**config.mk**
```make
export PLATFORM = sky130hd
export DESIGN_NAME = ffdl_ctrl
export DESIGN_NICKNAME = d
export VERILOG_FILES = /design/src/hw/rtl/ffdl_pkg.sv /design/src/hw/rtl/ffdl_ctrl.sv
export SDC_FILE = /design/constraint.sdc
export NUM_CORES = 1
export LEC_CHECK = 0
export BUFFER_PORTS_ARGS = -buffer_cell sky130_fd_sc_hd__buf_2
export CAP_MARGIN = 20
export CORE_AREA = 2 2 39 41
export DETAILED_ROUTE_END_ITERATION = 8
export DIE_AREA = 0 0 41 43
export GPL_ROUTABILITY_DRIVEN = 0
export PLACE_DENSITY = 0.44
export SYNTH_ARGS = -nofsm -noshare
export SYNTH_HDL_FRONTEND = slang
export SYNTH_SLANG_ARGS = --single-unit
export TNS_END_PERCENT = 5
```
**constraint.sdc**
```tcl
create_clock -name aclk -period 2 [get_ports aclk]
set_input_delay 0.5 -clock aclk [delete_from_list [all_inputs] [get_ports aclk]]
set_output_delay 0.5 -clock aclk [all_outputs]
set_load 0.02 [all_outputs]
```
**src/hw/rtl/ffdl_pkg.sv**
```systemverilog
// Shared constants, types and helper functions for the fractional feedback delay line.
package ffdl_pkg;

    // Buffer geometry
    localparam int BUFFER_FRAMES = 4096;
    localparam int CHANNELS      = 2;
    localparam int LANES         = 2;
    localparam int ADDR_W        = (BUFFER_FRAMES > 1) ? $clog2(BUFFER_FRAMES) : 1;

    // Sample, gain and delay formats
    localparam int SAMPLE_W  = 16;
    localparam int GAIN_W    = 16;
    localparam int DELAY_W   = 20;
    localparam int FRAC_BITS = 8;
    localparam int WHOLE_W   = DELAY_W - FRAC_BITS;
    localparam int IDX_W     = ((ADDR_W > WHOLE_W) ? ADDR_W : WHOLE_W) + 1;
    localparam logic [31:0] DELAY_LIMIT = 32'((BUFFER_FRAMES - 1) * (1 << FRAC_BITS));

    // Configuration port
    localparam int CFG_INDEX_W = 3;
    localparam int CFG_DATA_W  = 20;

    localparam logic [CFG_INDEX_W-1:0] CFG_DELAY_FRAMES    = 3'd0;
    localparam logic [CFG_INDEX_W-1:0] CFG_DELAY_GAIN      = 3'd1;
    localparam logic [CFG_INDEX_W-1:0] CFG_FEEDBACK_GAIN   = 3'd2;
    localparam logic [CFG_INDEX_W-1:0] CFG_DRY_GAIN        = 3'd3;
    localparam logic [CFG_INDEX_W-1:0] CFG_WET_GAIN        = 3'd4;
    localparam logic [CFG_INDEX_W-1:0] CFG_FEEDBACK_ENABLE = 3'd5;

    // Register reset values
    localparam logic [DELAY_W-1:0]       DELAY_FRAMES_RST  = 20'd1048320;
    localparam logic signed [GAIN_W-1:0] DELAY_GAIN_RST    = 16'sd16384;
    localparam logic signed [GAIN_W-1:0] FEEDBACK_GAIN_RST = 16'sd0;
    localparam logic signed [GAIN_W-1:0] DRY_GAIN_RST      = 16'sd16384;
    localparam logic signed [GAIN_W-1:0] WET_GAIN_RST      = 16'sd16384;

    // Commands from the controller to the datapath
    typedef struct packed {
        logic accept;
        logic read_step;
        logic interp_step;
        logic scale_step;
        logic commit;
    } ffdl_cmd_t;

    // Status from the datapath to the controller
    typedef struct packed {
        logic out_free;
    } ffdl_status_t;

    // Saturate a 21-bit signed value to a Q1.15 sample
    function automatic logic signed [SAMPLE_W-1:0] sat16(input logic signed [20:0] v);
        logic signed [SAMPLE_W-1:0] r;
        if (v > 21'sd32767) begin
            r = 16'sd32767;
        end else if (v < -21'sd32768) begin
            r = -16'sd32768;
        end else begin
            r = v[SAMPLE_W-1:0];
        end
        return r;
    endfunction

endpackage

```
**src/hw/rtl/ffdl_ctrl.sv**
```systemverilog
// Frame sequencer: steps one frame through read, interpolate, scale and mix.
module ffdl_ctrl
    import ffdl_pkg::*;
(
    input  logic         aclk,
    input  logic         aresetn,
    input  logic         s_valid,
    output logic         s_ready,
    input  ffdl_status_t status,
    output ffdl_cmd_t    cmd
);

    typedef enum logic [4:0] {
        ST_IDLE   = 5'b00001,
        ST_READ   = 5'b00010,
        ST_INTERP = 5'b00100,
        ST_SCALE  = 5'b01000,
        ST_MIX    = 5'b10000
    } state_t;

    state_t state_reg, state_next;

    // Next state
    always_comb begin
        state_next = state_reg;
        unique case (state_reg)
            ST_IDLE: begin
                if (s_valid) begin
                    state_next = ST_READ;
                end
            end
            ST_READ:   state_next = ST_INTERP;
            ST_INTERP: state_next = ST_SCALE;
            ST_SCALE:  state_next = ST_MIX;
            ST_MIX: begin
                if (status.out_free) begin
                    state_next = ST_IDLE;
                end
            end
            default:   state_next = ST_IDLE;
        endcase
    end

    always_ff @(posedge aclk) begin
        if (!aresetn) begin
            state_reg <= ST_IDLE;
        end else begin
            state_reg <= state_next;
        end
    end

    // Decode commands
    assign s_ready         = (state_reg == ST_IDLE);
    assign cmd.accept      = (state_reg == ST_IDLE) && s_valid;
    assign cmd.read_step   = (state_reg == ST_READ);
    assign cmd.interp_step = (state_reg == ST_INTERP);
    assign cmd.scale_step  = (state_reg == ST_SCALE);
    assign cmd.commit      = (state_reg == ST_MIX) && status.out_free;

endmodule

```
==> impl_table.tex, run 1 <==
\begin{tabular}{lr}
\hline
Metric & Value \\
\hline
\multicolumn{2}{l}{\textbf{CTS}} \\
H-tree Lvls & 1 \\
CTS tree & yes \\
Number of clock sinks & 5 \\
Setup Fix Bufs, Post-CTS & 0 \\
Maximum count of clock buffers along a single path & 2 \\
CTS hold repair buffers & 0 \\
CTS clock-pin slew for the worst setup and hold paths & 40 ps \\
Number of gates resized after CTS & 0 \\
Number of buffers created by CTS & 3 \\
Clock insertion delay at the later pin of the skew report & 240 ps \\
CTS Root Cell & sky130\_fd\_sc\_hd\_\_clkbuf\_4 \\
\multicolumn{2}{l}{\textbf{Global route}} \\
Vias in the first global route & 215 \\
Maximum number of pins on one net before global-route repair & 7 \\
Global-route usage over all layers & 7.831\% \\
Global route total overflow & 0 \\
Wire length of the first global-routing pass & 834 um \\
Number of antenna violations at the first check in global routing & 0 \\
\multicolumn{2}{l}{\textbf{STA}} \\
Number of hold violations in the final report & 0 \\
Worst Max-Slew Pin Slew & 239.8 ps \\
Setup TNS & 0 ps \\
Setup Skew & 0.4250 ps \\
Final number of setup-violating endpoints & 0 \\
Rel. slew slack & 83.95\% \\
Setup repair after global routing missed its margin & false \\
Max-slew violation total from the final report & 0 \\
Final Cycle Share & 90.41\% \\
FMAX & 0.5530 GHz \\
Final worst path period need & 1808 ps \\
\multicolumn{2}{l}{\textbf{Drt}} \\
Routed length per placed instance & 9.293 um \\
Number of DRC markers after the initial detailed-route iteration & 3 \\
Post-route ant nets & 0 \\
Final wirelength & 539 um \\
TritonRoute pass-1 iters & 2 \\
Vias per std cell & 4.259 \\
Count of vias placed by the detailed router & 247 \\
Post-route DRC violation count & 0 \\
\multicolumn{2}{l}{\textbf{Logic synthesis}} \\
Synthesized area & 261.5 um\^{}2 \\
Most area-consuming cells after synthesis & sky130\_fd\_sc\_hd\_\_dfxtp\_1 38\%, sky130\_fd\_sc\_hd\_\_nor2\_1 8.6\%, sky130\_fd\_sc\_hd\_\_o211a\_1 7.7\% \\
Post-Syn Nets & 34 \\
Seq/Total Area, Yosys & 38.28\% \\
Number of distinct library cell variants in the gate-level netlist after synthesis & 16 \\
Avg Cell Area, Syn & 8.717 um\^{}2 \\
Cell type contributing the most total cell area after synthesis & sky130\_fd\_sc\_hd\_\_dfxtp\_1 \\
Area share of the largest cell type after synthesis & 38.28\% \\
Seq cells post-synth & 5 \\
Gate Count Post-Synth & 30 \\
Warning count from the yosys run & 0 \\
\multicolumn{2}{l}{\textbf{Floorplanning}} \\
Overall die area & 1763 um\^{}2 \\
Core Box Area & 1384 um\^{}2 \\
Effective utilization at floorplan & 18.90\% \\
Number of top-level design ports & 10 \\
Die height & 43 um \\
Width of the chip & 41 um \\
Row count & 14 \\
\multicolumn{2}{l}{\textbf{Setup path}} \\
Startpoint kind of the worst setup timing path & flop \\
Peak per-stage delay on the critical path & 320 ps \\
Max Fanout on Critical Path & 4 \\
Buffers plus inverters on the worst setup path & 2 \\
Worst path required time & 1500 ps \\
Worst setup path category & flop to primary output \\
Max stage delay cell, worst path & sky130\_fd\_sc\_hd\_\_dfxtp\_1 \\
Series of cell instances along the critical path & nor2\_1 -> nand3\_1 -> inv\_1 -> and2\_1 -> buf\_2 \\
Worst setup EP type & primary output \\
Top cell family by delay on the critical path & simple AND/OR/NAND/NOR gates \\
Arrival time of data at the critical path endpoint & 1310 ps \\
\multicolumn{2}{l}{\textbf{Finish}} \\
Non-filler cells, final & 58 \\
Synth-to-Final Area Change & 32.06\% \\
Proportion of layout cells with a drive suffix above 1 & 33.33\% \\
Number of diodes & 0 \\
FILL cells & 162 \\
Number of nets in the final layout & 47 \\
Max reg flops & 5 \\
Post-Route Utilization & 24.95\% \\
\multicolumn{2}{l}{\textbf{Pwr}} \\
Max rail drop VDD & 281.8 uV \\
Static power due to leakage & 0.1744 nW \\
P per Cell Area & 802.9 nW/um\^{}2 \\
\multicolumn{2}{l}{\textbf{Placed design}} \\
Buffers on Ports & 9 \\
Number of placed instances, taps included & 54 \\
\multicolumn{2}{l}{\textbf{Run}} \\
Number of max-cap violations & 0 \\
\multicolumn{2}{l}{\textbf{Min path}} \\
Worst min path class & input port to flop \\
\multicolumn{2}{l}{\textbf{Outcome}} \\
Status & finished, final reports clean \\
\hline
\end{tabular}
cells by family (layout without fill, tap and decap cells):
logic type	count (synthesis)	count (layout)	synth area share, %
and+or+nand+nor	17	17	37.80
xor gates and xnor gates	1	1	3.350
DFF	5	5	38.28
buffers and inverters	2	14	4.306
AOI/OAI and AO/OA	5	5	16.27
metal layers:
| layer | wire length [um] | global-route usage [%] | part of all wire (%) | vias to the layer above |
|---|---|---|---|---|
| met5 | 0 | 0 | 0 | - |
| met4 | 10 | 10.00 | 1.9 | 0 |
| met3 | 44 | 3.141 | 8.2 | 2 |
| met2 | 221 | 9.375 | 41 | 9 |
| met1 | 262 | 8.682 | 49 | 107 |
| li1 | - | - | - | 129 |
cell usage after synthesis, drive strengths merged:
library cell,n
or3b,1
inv,1
a21oi,1
nand3,1
buf,1
o221ai,1
and2,3
nand3b,1
or3,1
and3,3
o21ai,1
nand2b,1
nor2,6
dfxtp,5
o211a,2
xor2,1
stage by stage:
stage | hold WS (ps) | area (um^2) | worst slack (ps) | total power, W
6_report | 488.7 | 345.3 | 191.8 | 0.0002773
5_1_grt | 509.4 | 345.3 | 79.39 | 0.0002999
4_1_cts | 482.8 | 345.3 | 169.4 | 0.0002839
3_5_place_dp | 628.8 | 319.1 | 441.4 | 0.0001633
3_3_place_gp | 637.4 | 319.1 | 445.3 | 0.0001635
2_1_floorplan | 578.6 | 261.5 | 463.3 | 0.0001475
cell type report:
cell class | instances | area [um^2] | share of cell area, %
Multi-Input combinational cell | 23 | 150.1 | 43.48
Sequential cell | 5 | 100.1 | 28.99
Timing Repair Buffer | 9 | 45.04 | 13.04
Clock buffer | 4 | 26.28 | 7.609
Tap cell | 16 | 20.02 | 5.797
Inverter | 1 | 3.754 | 1.087
report_power, final:
part           switching, W  internal (W)  total (W)
registers        0.00000743      0.000105   0.000113
logic             0.0000270     0.0000223  0.0000493
clock network     0.0000400     0.0000753   0.000115
total             0.0000745      0.000203   0.000277
worst register-to-register path, delay by kind of cell, from the launching register on:
family | cells | cell delay, ps
compound gates | 2 | 280
flops | 1 | 350
simple gates | 1 | 410
layout by cell type (no fill, tap or decap), types with 2 or more instances in the layout:
| cell | count |
|---|---|
| sky130_fd_sc_hd__clkbuf_4 | 3 |
| sky130_fd_sc_hd__nor2_1 | 6 |
| sky130_fd_sc_hd__o211a_1 | 2 |
| sky130_fd_sc_hd__and3_1 | 3 |
| sky130_fd_sc_hd__buf_2 | 9 |
| sky130_fd_sc_hd__and2_1 | 3 |
| sky130_fd_sc_hd__dfxtp_1 | 5 |
worst paths after layout:
check | start | end | slack (ps) | cells past startpoint
setup / recovery | state_reg[3] | cmd[4] | 190 | 5
hold / removal | aresetn | state_reg[0] | 490 | 2
setup reg to reg | state_reg[0] | state_reg[0] | 830 | 3
hold reg to reg | state_reg[0] | state_reg[4] | 650 | 2
Power figures use the tool's default switching activity.
==> inputs of run 2 (changes only) <==
--- a/config.mk
+++ b/config.mk
@@ -5,13 +5,15 @@
 export SDC_FILE = /design/constraint.sdc
 export NUM_CORES = 1
 export LEC_CHECK = 0
+export ABC_AREA = 1
 export BUFFER_PORTS_ARGS = -buffer_cell sky130_fd_sc_hd__buf_2
 export CAP_MARGIN = 20
 export CORE_AREA = 2 2 39 41
 export DETAILED_ROUTE_END_ITERATION = 8
 export DIE_AREA = 0 0 41 43
 export GPL_ROUTABILITY_DRIVEN = 0
-export PLACE_DENSITY = 0.44
+export HOLD_SLACK_MARGIN = 0.12
+export PLACE_DENSITY = 0.48
 export SYNTH_ARGS = -nofsm -noshare
 export SYNTH_HDL_FRONTEND = slang
 export SYNTH_SLANG_ARGS = --single-unit
==> run 2 against run 1 <==
Worst hold slack improved by 22 ps. Sequential power about the same. Total power increased by 6.4%. Flip-flop and latch count unchanged.
==> impl_table.tex, run 2 <==
\begin{tabular}{lr}
\hline
Metric & Value \\
\hline
\multicolumn{2}{l}{\textbf{Pwr}} \\
P per Cell Area & 751.1 nW/um\^{}2 \\
Static power due to leakage & 0.2081 nW \\
Total power draw & 0.0002951 W \\
Max rail drop VDD & 181.5 uV \\
\multicolumn{2}{l}{\textbf{Run}} \\
Number of max-cap violations & 0 \\
\multicolumn{2}{l}{\textbf{CTS}} \\
Clock insertion delay at the later pin of the skew report & 250 ps \\
CTS clock-pin slew for the worst setup and hold paths & 40 ps \\
CTS tree & yes \\
Number of gates resized after CTS & 0 \\
Maximum count of clock buffers along a single path & 2 \\
CTS Root Cell & sky130\_fd\_sc\_hd\_\_clkbuf\_4 \\
Number of clock sinks & 5 \\
Number of buffers created by CTS & 3 \\
Setup Fix Bufs, Post-CTS & 0 \\
CTS hold repair buffers & 0 \\
H-tree Lvls & 1 \\
\multicolumn{2}{l}{\textbf{Setup path}} \\
Max Fanout on Critical Path & 5 \\
Worst setup EP type & primary output \\
Startpoint kind of the worst setup timing path & flop \\
Worst setup path category & flop to primary output \\
Arrival time of data at the critical path endpoint & 1190 ps \\
Worst path required time & 1500 ps \\
Register-to-Register Path Depth & 6 \\
\multicolumn{2}{l}{\textbf{Global route}} \\
Wire length of the first global-routing pass & 1.131 mm \\
Number of antenna violations at the first check in global routing & 0 \\
Global route total overflow & 0 \\
Vias in the first global route & 287 \\
Global-route usage over all layers & 10.32\% \\
Maximum number of pins on one net before global-route repair & 6 \\
\multicolumn{2}{l}{\textbf{Drt}} \\
Vias per std cell & 4.133 \\
DR WL met3 & 27 um \\
Number of DRC markers after the initial detailed-route iteration & 2 \\
Post-route DRC violation count & 0 \\
Count of vias placed by the detailed router & 310 \\
TritonRoute pass-1 iters & 4 \\
Routed length per placed instance & 8.747 um \\
Post-route ant nets & 0 \\
Wl on met1 & 281 um \\
Detailed-routed wire length on met2 & 323 um \\
Uppermost layer routed & met4 \\
Final wirelength & 656 um \\
\multicolumn{2}{l}{\textbf{Placed design}} \\
Post-detailed-placement half-perimeter wirelength & 531.2 um \\
Buffers on Ports & 9 \\
Number of placed instances, taps included & 71 \\
\multicolumn{2}{l}{\textbf{STA}} \\
Number of hold violations in the final report & 0 \\
Max-slew violation total from the final report & 0 \\
Setup Skew & 0.6447 ps \\
Final Cycle Share & 84.51\% \\
Worst Max-Slew Pin Slew & 184.1 ps \\
Setup TNS & 0 ps \\
Final number of setup-violating endpoints & 0 \\
FMAX & 0.5916 GHz \\
Rel. slew slack & 87.71\% \\
Setup repair after global routing missed its margin & false \\
Final worst path period need & 1690 ps \\
\multicolumn{2}{l}{\textbf{Finish}} \\
Synth-to-Final Area Change & 27.13\% \\
Commonest non-fill, non-tap cells in the layout & 11 x sky130\_fd\_sc\_hd\_\_inv\_1, 9 x sky130\_fd\_sc\_hd\_\_buf\_2, 8 x sky130\_fd\_sc\_hd\_\_nand2\_1 \\
Max reg flops & 5 \\
Non-filler cells, final & 75 \\
Number of diodes & 0 \\
Commonest non-fill, non-tap cell in the layout & sky130\_fd\_sc\_hd\_\_inv\_1 \\
Number of nets in the final layout & 64 \\
FILL cells & 157 \\
Proportion of layout cells with a drive suffix above 1 & 35.59\% \\
\multicolumn{2}{l}{\textbf{Logic synthesis}} \\
Post-Syn Nets & 51 \\
Primary FF master, synth & sky130\_fd\_sc\_hd\_\_dfxtp\_1 \\
Number of synthesized flops with an enable pin & 0 \\
Gate Count Post-Synth & 47 \\
Most frequent cells after synthesis & 11 x sky130\_fd\_sc\_hd\_\_inv\_1, 8 x sky130\_fd\_sc\_hd\_\_nand2\_1, 5 x sky130\_fd\_sc\_hd\_\_dfxtp\_1, 5 x sky130\_fd\_sc\_hd\_\_nor2\_1, 3 x sky130\_fd\_sc\_hd\_\_nand4\_1 \\
Avg Cell Area, Syn & 6.575 um\^{}2 \\
Warning count from the yosys run & 0 \\
Share of flip-flops with an asynchronous set or reset & 0\% \\
Cell type contributing the most total cell area after synthesis & sky130\_fd\_sc\_hd\_\_dfxtp\_1 \\
Synthesized area & 309.0 um\^{}2 \\
Seq cells post-synth & 5 \\
Seq/Total Area, Yosys & 32.39\% \\
Most repeated cell in the gate-level netlist after synthesis & sky130\_fd\_sc\_hd\_\_inv\_1 \\
Number of distinct library cell variants in the gate-level netlist after synthesis & 15 \\
Area share of the largest cell type after synthesis & 32.39\% \\
Most area-consuming cells after synthesis & sky130\_fd\_sc\_hd\_\_dfxtp\_1 32\%, sky130\_fd\_sc\_hd\_\_inv\_1 13\%, sky130\_fd\_sc\_hd\_\_nand2\_1 9.7\% \\
\multicolumn{2}{l}{\textbf{Min path}} \\
Worst min path class & input port to flop \\
Cell count of the worst hold path & 4 \\
\multicolumn{2}{l}{\textbf{Outcome}} \\
Status & finished, final reports clean \\
\multicolumn{2}{l}{\textbf{Floorplanning}} \\
Row count & 14 \\
Overall die area & 1763 um\^{}2 \\
Die height & 43 um \\
Core Box Area & 1384 um\^{}2 \\
Effective utilization at floorplan & 22.33\% \\
Width of the chip & 41 um \\
Number of top-level design ports & 10 \\
\hline
\end{tabular}
==> run 2: worst max-delay path: stages (launching register included) <==
cell,delay (ps)
sky130_fd_sc_hd__dfxtp_1,350
sky130_fd_sc_hd__nor2_4,170
sky130_fd_sc_hd__nand3_1,150
sky130_fd_sc_hd__nor2_1,110
sky130_fd_sc_hd__buf_2,170
==> run 2: cells by family (layout without fill, tap and decap cells) <==
family,count (synthesis),count (layout),share of synthesized area (%)
AND/OR/NAND/NOR,26,26,43.32
flip-flops,5,5,32.39
AO/OA/AOI/OAI,3,3,7.287
buffers and inverters,13,25,17.00
==> run 2: final cells by class <==
| cell class | instances | area, um^2 | area share (%) |
|---|---|---|---|
| multi-input combinational | 29 | 156.4 | 39.81 |
| sequential | 5 | 100.1 | 25.48 |
| timing repair buffer | 9 | 45.04 | 11.46 |
| inverter | 12 | 45.04 | 11.46 |
| clock buffer | 4 | 26.28 | 6.688 |
| tap | 16 | 20.02 | 5.096 |
==> run 2: worst paths after layout <==
check,start,end,slack [ps]
worst max-delay path,state_reg[3],cmd[4],310
worst min-delay path,aresetn,state_reg[0],510
worst max register to register,state_reg[0],state_reg[0],1000
worst min register to register,state_reg[4],state_reg[4],550
==> run 2: power by group <==
group	switching [W]	leakage [nW]	total [W]	internal (W)
logic	0.0000402	0.152	0.0000631	0.0000229
registers	0.00000567	0.0408	0.000111	0.000105
clock network	0.0000456	0.0150	0.000121	0.0000757
total	0.0000915	0.208	0.000295	0.000204
==> run 2: per-stage QoR <==
stage	setup WS [ps]	cell area [um^2]	hold slack, ps	util, %
final	309.8	392.9	510.4	28.39
after global routing	222.0	392.9	531.3	28.39
after CTS	310.4	392.9	507.5	28.39
after detailed placement	581.2	366.6	547.1	26.49
after global placement	600.2	366.6	551.6	26.49
after floorplan	582.7	309.0	505.1	-
==> run 2: metal layers <==
metal	global-route usage, %	vias to the layer above
met5	0	-
met4	14.00	0
met3	1.571	3
met2	14.06	9
met1	10.86	130
li1	-	168
==> inputs of run 3 (changes only) <==
--- a/config.mk
+++ b/config.mk
@@ -13,7 +13,7 @@
 export DIE_AREA = 0 0 41 43
 export GPL_ROUTABILITY_DRIVEN = 0
 export HOLD_SLACK_MARGIN = 0.12
-export PLACE_DENSITY = 0.48
+export PLACE_DENSITY = 0.49
 export SYNTH_ARGS = -nofsm -noshare
 export SYNTH_HDL_FRONTEND = slang
 export SYNTH_SLANG_ARGS = --single-unit
==> constraint.sdc (replaced) <==
create_clock -name aclk -period 1.5 [get_ports aclk]
set_input_delay 0.375 -clock aclk [delete_from_list [all_inputs] [get_ports aclk]]
set_output_delay 0.375 -clock aclk [all_outputs]
set_load 0.02 [all_outputs]
==> run 3 against run 2 <==
Combinational power increased by 55%. Cell area increased by 8.9%. Final cell count unchanged. Register-to-register slack got worse by 450 ps. Worst hold slack got worse by 130 ps. Critical path depth increased by 1. Core utilization increased by 2.5 points. Via count increased by 2.6%. Clock skew decreased by 0.54 ps. Critical endpoint unchanged. Largest cell class unchanged. Highest routed layer unchanged.
==> impl_table.tex, run 3 (synthesis gave the netlist of run 2 again) <==
\begin{tabular}{lr}
\hline
Metric & Value \\
\hline
\multicolumn{2}{l}{\textbf{Outcome}} \\
Status & finished, final reports clean \\
\multicolumn{2}{l}{\textbf{STA}} \\
Max-slew violation total from the final report & 0 \\
Setup Skew & 0.1036 ps \\
Final Cycle Share & 98.06\% \\
Tightest hold margin & 384.2 ps \\
Setup repair after global routing missed its margin & true \\
Number of hold violations in the final report & 0 \\
Final number of setup-violating endpoints & 0 \\
Final worst path period need & 1471 ps \\
FMAX & 0.6799 GHz \\
Rel. slew slack & 89.74\% \\
Worst Max-Slew Pin Slew & 153.7 ps \\
\multicolumn{2}{l}{\textbf{Pwr}} \\
Total power draw & 0.0004116 W \\
Sequential cell fraction of total power & 37.0\% \\
P per Cell Area & 961.8 nW/um\^{}2 \\
Design internal power & 0.0002834 W \\
Switching part of the total & 31.14\% \\
Portion of total power attributed to the clock network & 39.3\% \\
P\_sw & 0.0001282 W \\
Combinational group share of total power & 23.7\% \\
Static power due to leakage & 0.2171 nW \\
Max rail drop VDD & 310.6 uV \\
\multicolumn{2}{l}{\textbf{Floorplanning}} \\
Die height & 43 um \\
Core Box Area & 1384 um\^{}2 \\
Number of top-level design ports & 10 \\
Effective utilization at floorplan & 22.33\% \\
Row count & 14 \\
Width of the chip & 41 um \\
Overall die area & 1763 um\^{}2 \\
\multicolumn{2}{l}{\textbf{Setup path}} \\
Worst path required time & 1120 ps \\
Worst setup EP type & primary output \\
Max Fanout on Critical Path & 3 \\
Startpoint kind of the worst setup timing path & flop \\
Arrival time of data at the critical path endpoint & 1100 ps \\
Worst setup path category & flop to primary output \\
Register-to-Register Path Depth & 6 \\
\multicolumn{2}{l}{\textbf{CTS}} \\
Maximum count of clock buffers along a single path & 2 \\
Setup Fix Bufs, Post-CTS & 0 \\
CTS clock-pin slew for the worst setup and hold paths & 40 ps \\
CTS tree & yes \\
H-tree Lvls & 1 \\
CTS hold repair buffers & 0 \\
Clock insertion delay at the later pin of the skew report & 250 ps \\
Number of buffers created by CTS & 3 \\
CTS Root Cell & sky130\_fd\_sc\_hd\_\_clkbuf\_4 \\
Number of clock sinks & 5 \\
\multicolumn{2}{l}{\textbf{Global route}} \\
Wire length of the first global-routing pass & 979 um \\
Layer with the highest usage & met2 \\
Vias in the first global route & 264 \\
Global-route usage over all layers & 8.517\% \\
Maximum number of pins on one net before global-route repair & 6 \\
Met1 Resource Use GR & 10.54\% \\
Global route total overflow & 0 \\
Met3 Resource Use GR & 3.141\% \\
Number of antenna violations at the first check in global routing & 0 \\
Met2 layer usage reported by global route & 10.63\% \\
\multicolumn{2}{l}{\textbf{Min path}} \\
Cell count of the worst hold path & 4 \\
Worst min path class & input port to flop \\
\multicolumn{2}{l}{\textbf{Placed design}} \\
Number of placed instances, taps included & 71 \\
Buffers on Ports & 9 \\
Post-detailed-placement half-perimeter wirelength & 481.7 um \\
\multicolumn{2}{l}{\textbf{Finish}} \\
Number of nets in the final layout & 64 \\
Non-filler cells, final & 75 \\
FILL cells & 158 \\
Max reg flops & 5 \\
Commonest non-fill, non-tap cells in the layout & 10 x sky130\_fd\_sc\_hd\_\_inv\_1, 8 x sky130\_fd\_sc\_hd\_\_nand2\_1, 5 x sky130\_fd\_sc\_hd\_\_buf\_4 \\
Number of diodes & 0 \\
Post-Route Utilization & 30.92\% \\
Proportion of layout cells with a drive suffix above 1 & 47.46\% \\
Commonest non-fill, non-tap cell in the layout & sky130\_fd\_sc\_hd\_\_inv\_1 \\
Synth-to-Final Area Change & 38.46\% \\
\multicolumn{2}{l}{\textbf{Run}} \\
Number of max-cap violations & 0 \\
\multicolumn{2}{l}{\textbf{Drt}} \\
Vias per std cell & 4.240 \\
Number of DRC markers after the initial detailed-route iteration & 17 \\
TritonRoute pass-1 iters & 4 \\
Routed length per placed instance & 8.160 um \\
Final wirelength & 612 um \\
Count of vias placed by the detailed router & 318 \\
Post-route ant nets & 0 \\
Post-route DRC violation count & 0 \\
\hline
\end{tabular}
run 3: cell counts in the layout (fill, tap and decap cells not counted):
Identical to the previous run, type by type.
run 3: power groups by stage:
stage	registers (W)	logic, W	clock network [W]
CTS	0.000147	0.0000886	0.000167
global route	0.000152	0.000109	0.000172
finish	0.000152	0.0000975	0.000162
floorplan	0.000149	0.0000646	0
detailed placement	0.000150	0.0000845	0
global placement	0.000150	0.0000847	0
run 3: area by class of cell:
class / count / area (um^2) / share of cell area, %
sequential: 5 / 105.1 / 24.56
multi-input combinational: 29 / 173.9 / 40.64
clock buffer: 4 / 26.28 / 6.140
tap: 16 / 20.02 / 4.678
inverter: 12 / 45.04 / 10.53
timing repair buffer: 9 / 57.56 / 13.45
run 3: path summary, 6_finish.rpt:
kind / startpoint / to / slack, ps
max: state_reg[0] / cmd[4] / 30
min: aresetn / state_reg[0] / 380
max reg2reg: state_reg[3] / state_reg[0] / 550
min reg2reg: state_reg[2] / state_reg[3] / 540
run 3: routing by layer:
metal,part of all wire (%),up-vias
met5,0,-
met4,3.8,0
met3,6.5,2
met2,46,11
met1,44,136
li1,-,169
run 3: worst max-delay path, stage by stage (launching register included):
cell                      delay, ps
sky130_fd_sc_hd__dfxtp_2        360
sky130_fd_sc_hd__inv_2           60
sky130_fd_sc_hd__nor2_4          80
sky130_fd_sc_hd__nand3_2        100
sky130_fd_sc_hd__nor2_1         100
sky130_fd_sc_hd__buf_4          140
run 3: through the flow:
stage | cell area, um^2 | TNS (ps) | setup slack, ps
CTS | 401.6 | -18.80 | -18.80
global placement | 366.6 | 0 | 225.2
finish | 427.9 | 0 | 29.12
global route | 427.9 | -103.0 | -54.63
floorplan | 309.0 | 0 | 207.7
detailed placement | 366.6 | 0 | 213.6
run 3: what timing repair did:
action / 4_1_cts / 5_1_grt
hold endpoints to repair: 0 / 0
gates resized for setup: 3 / 11
setup endpoints to repair: 3 / 6
pin swaps: 1 / 2
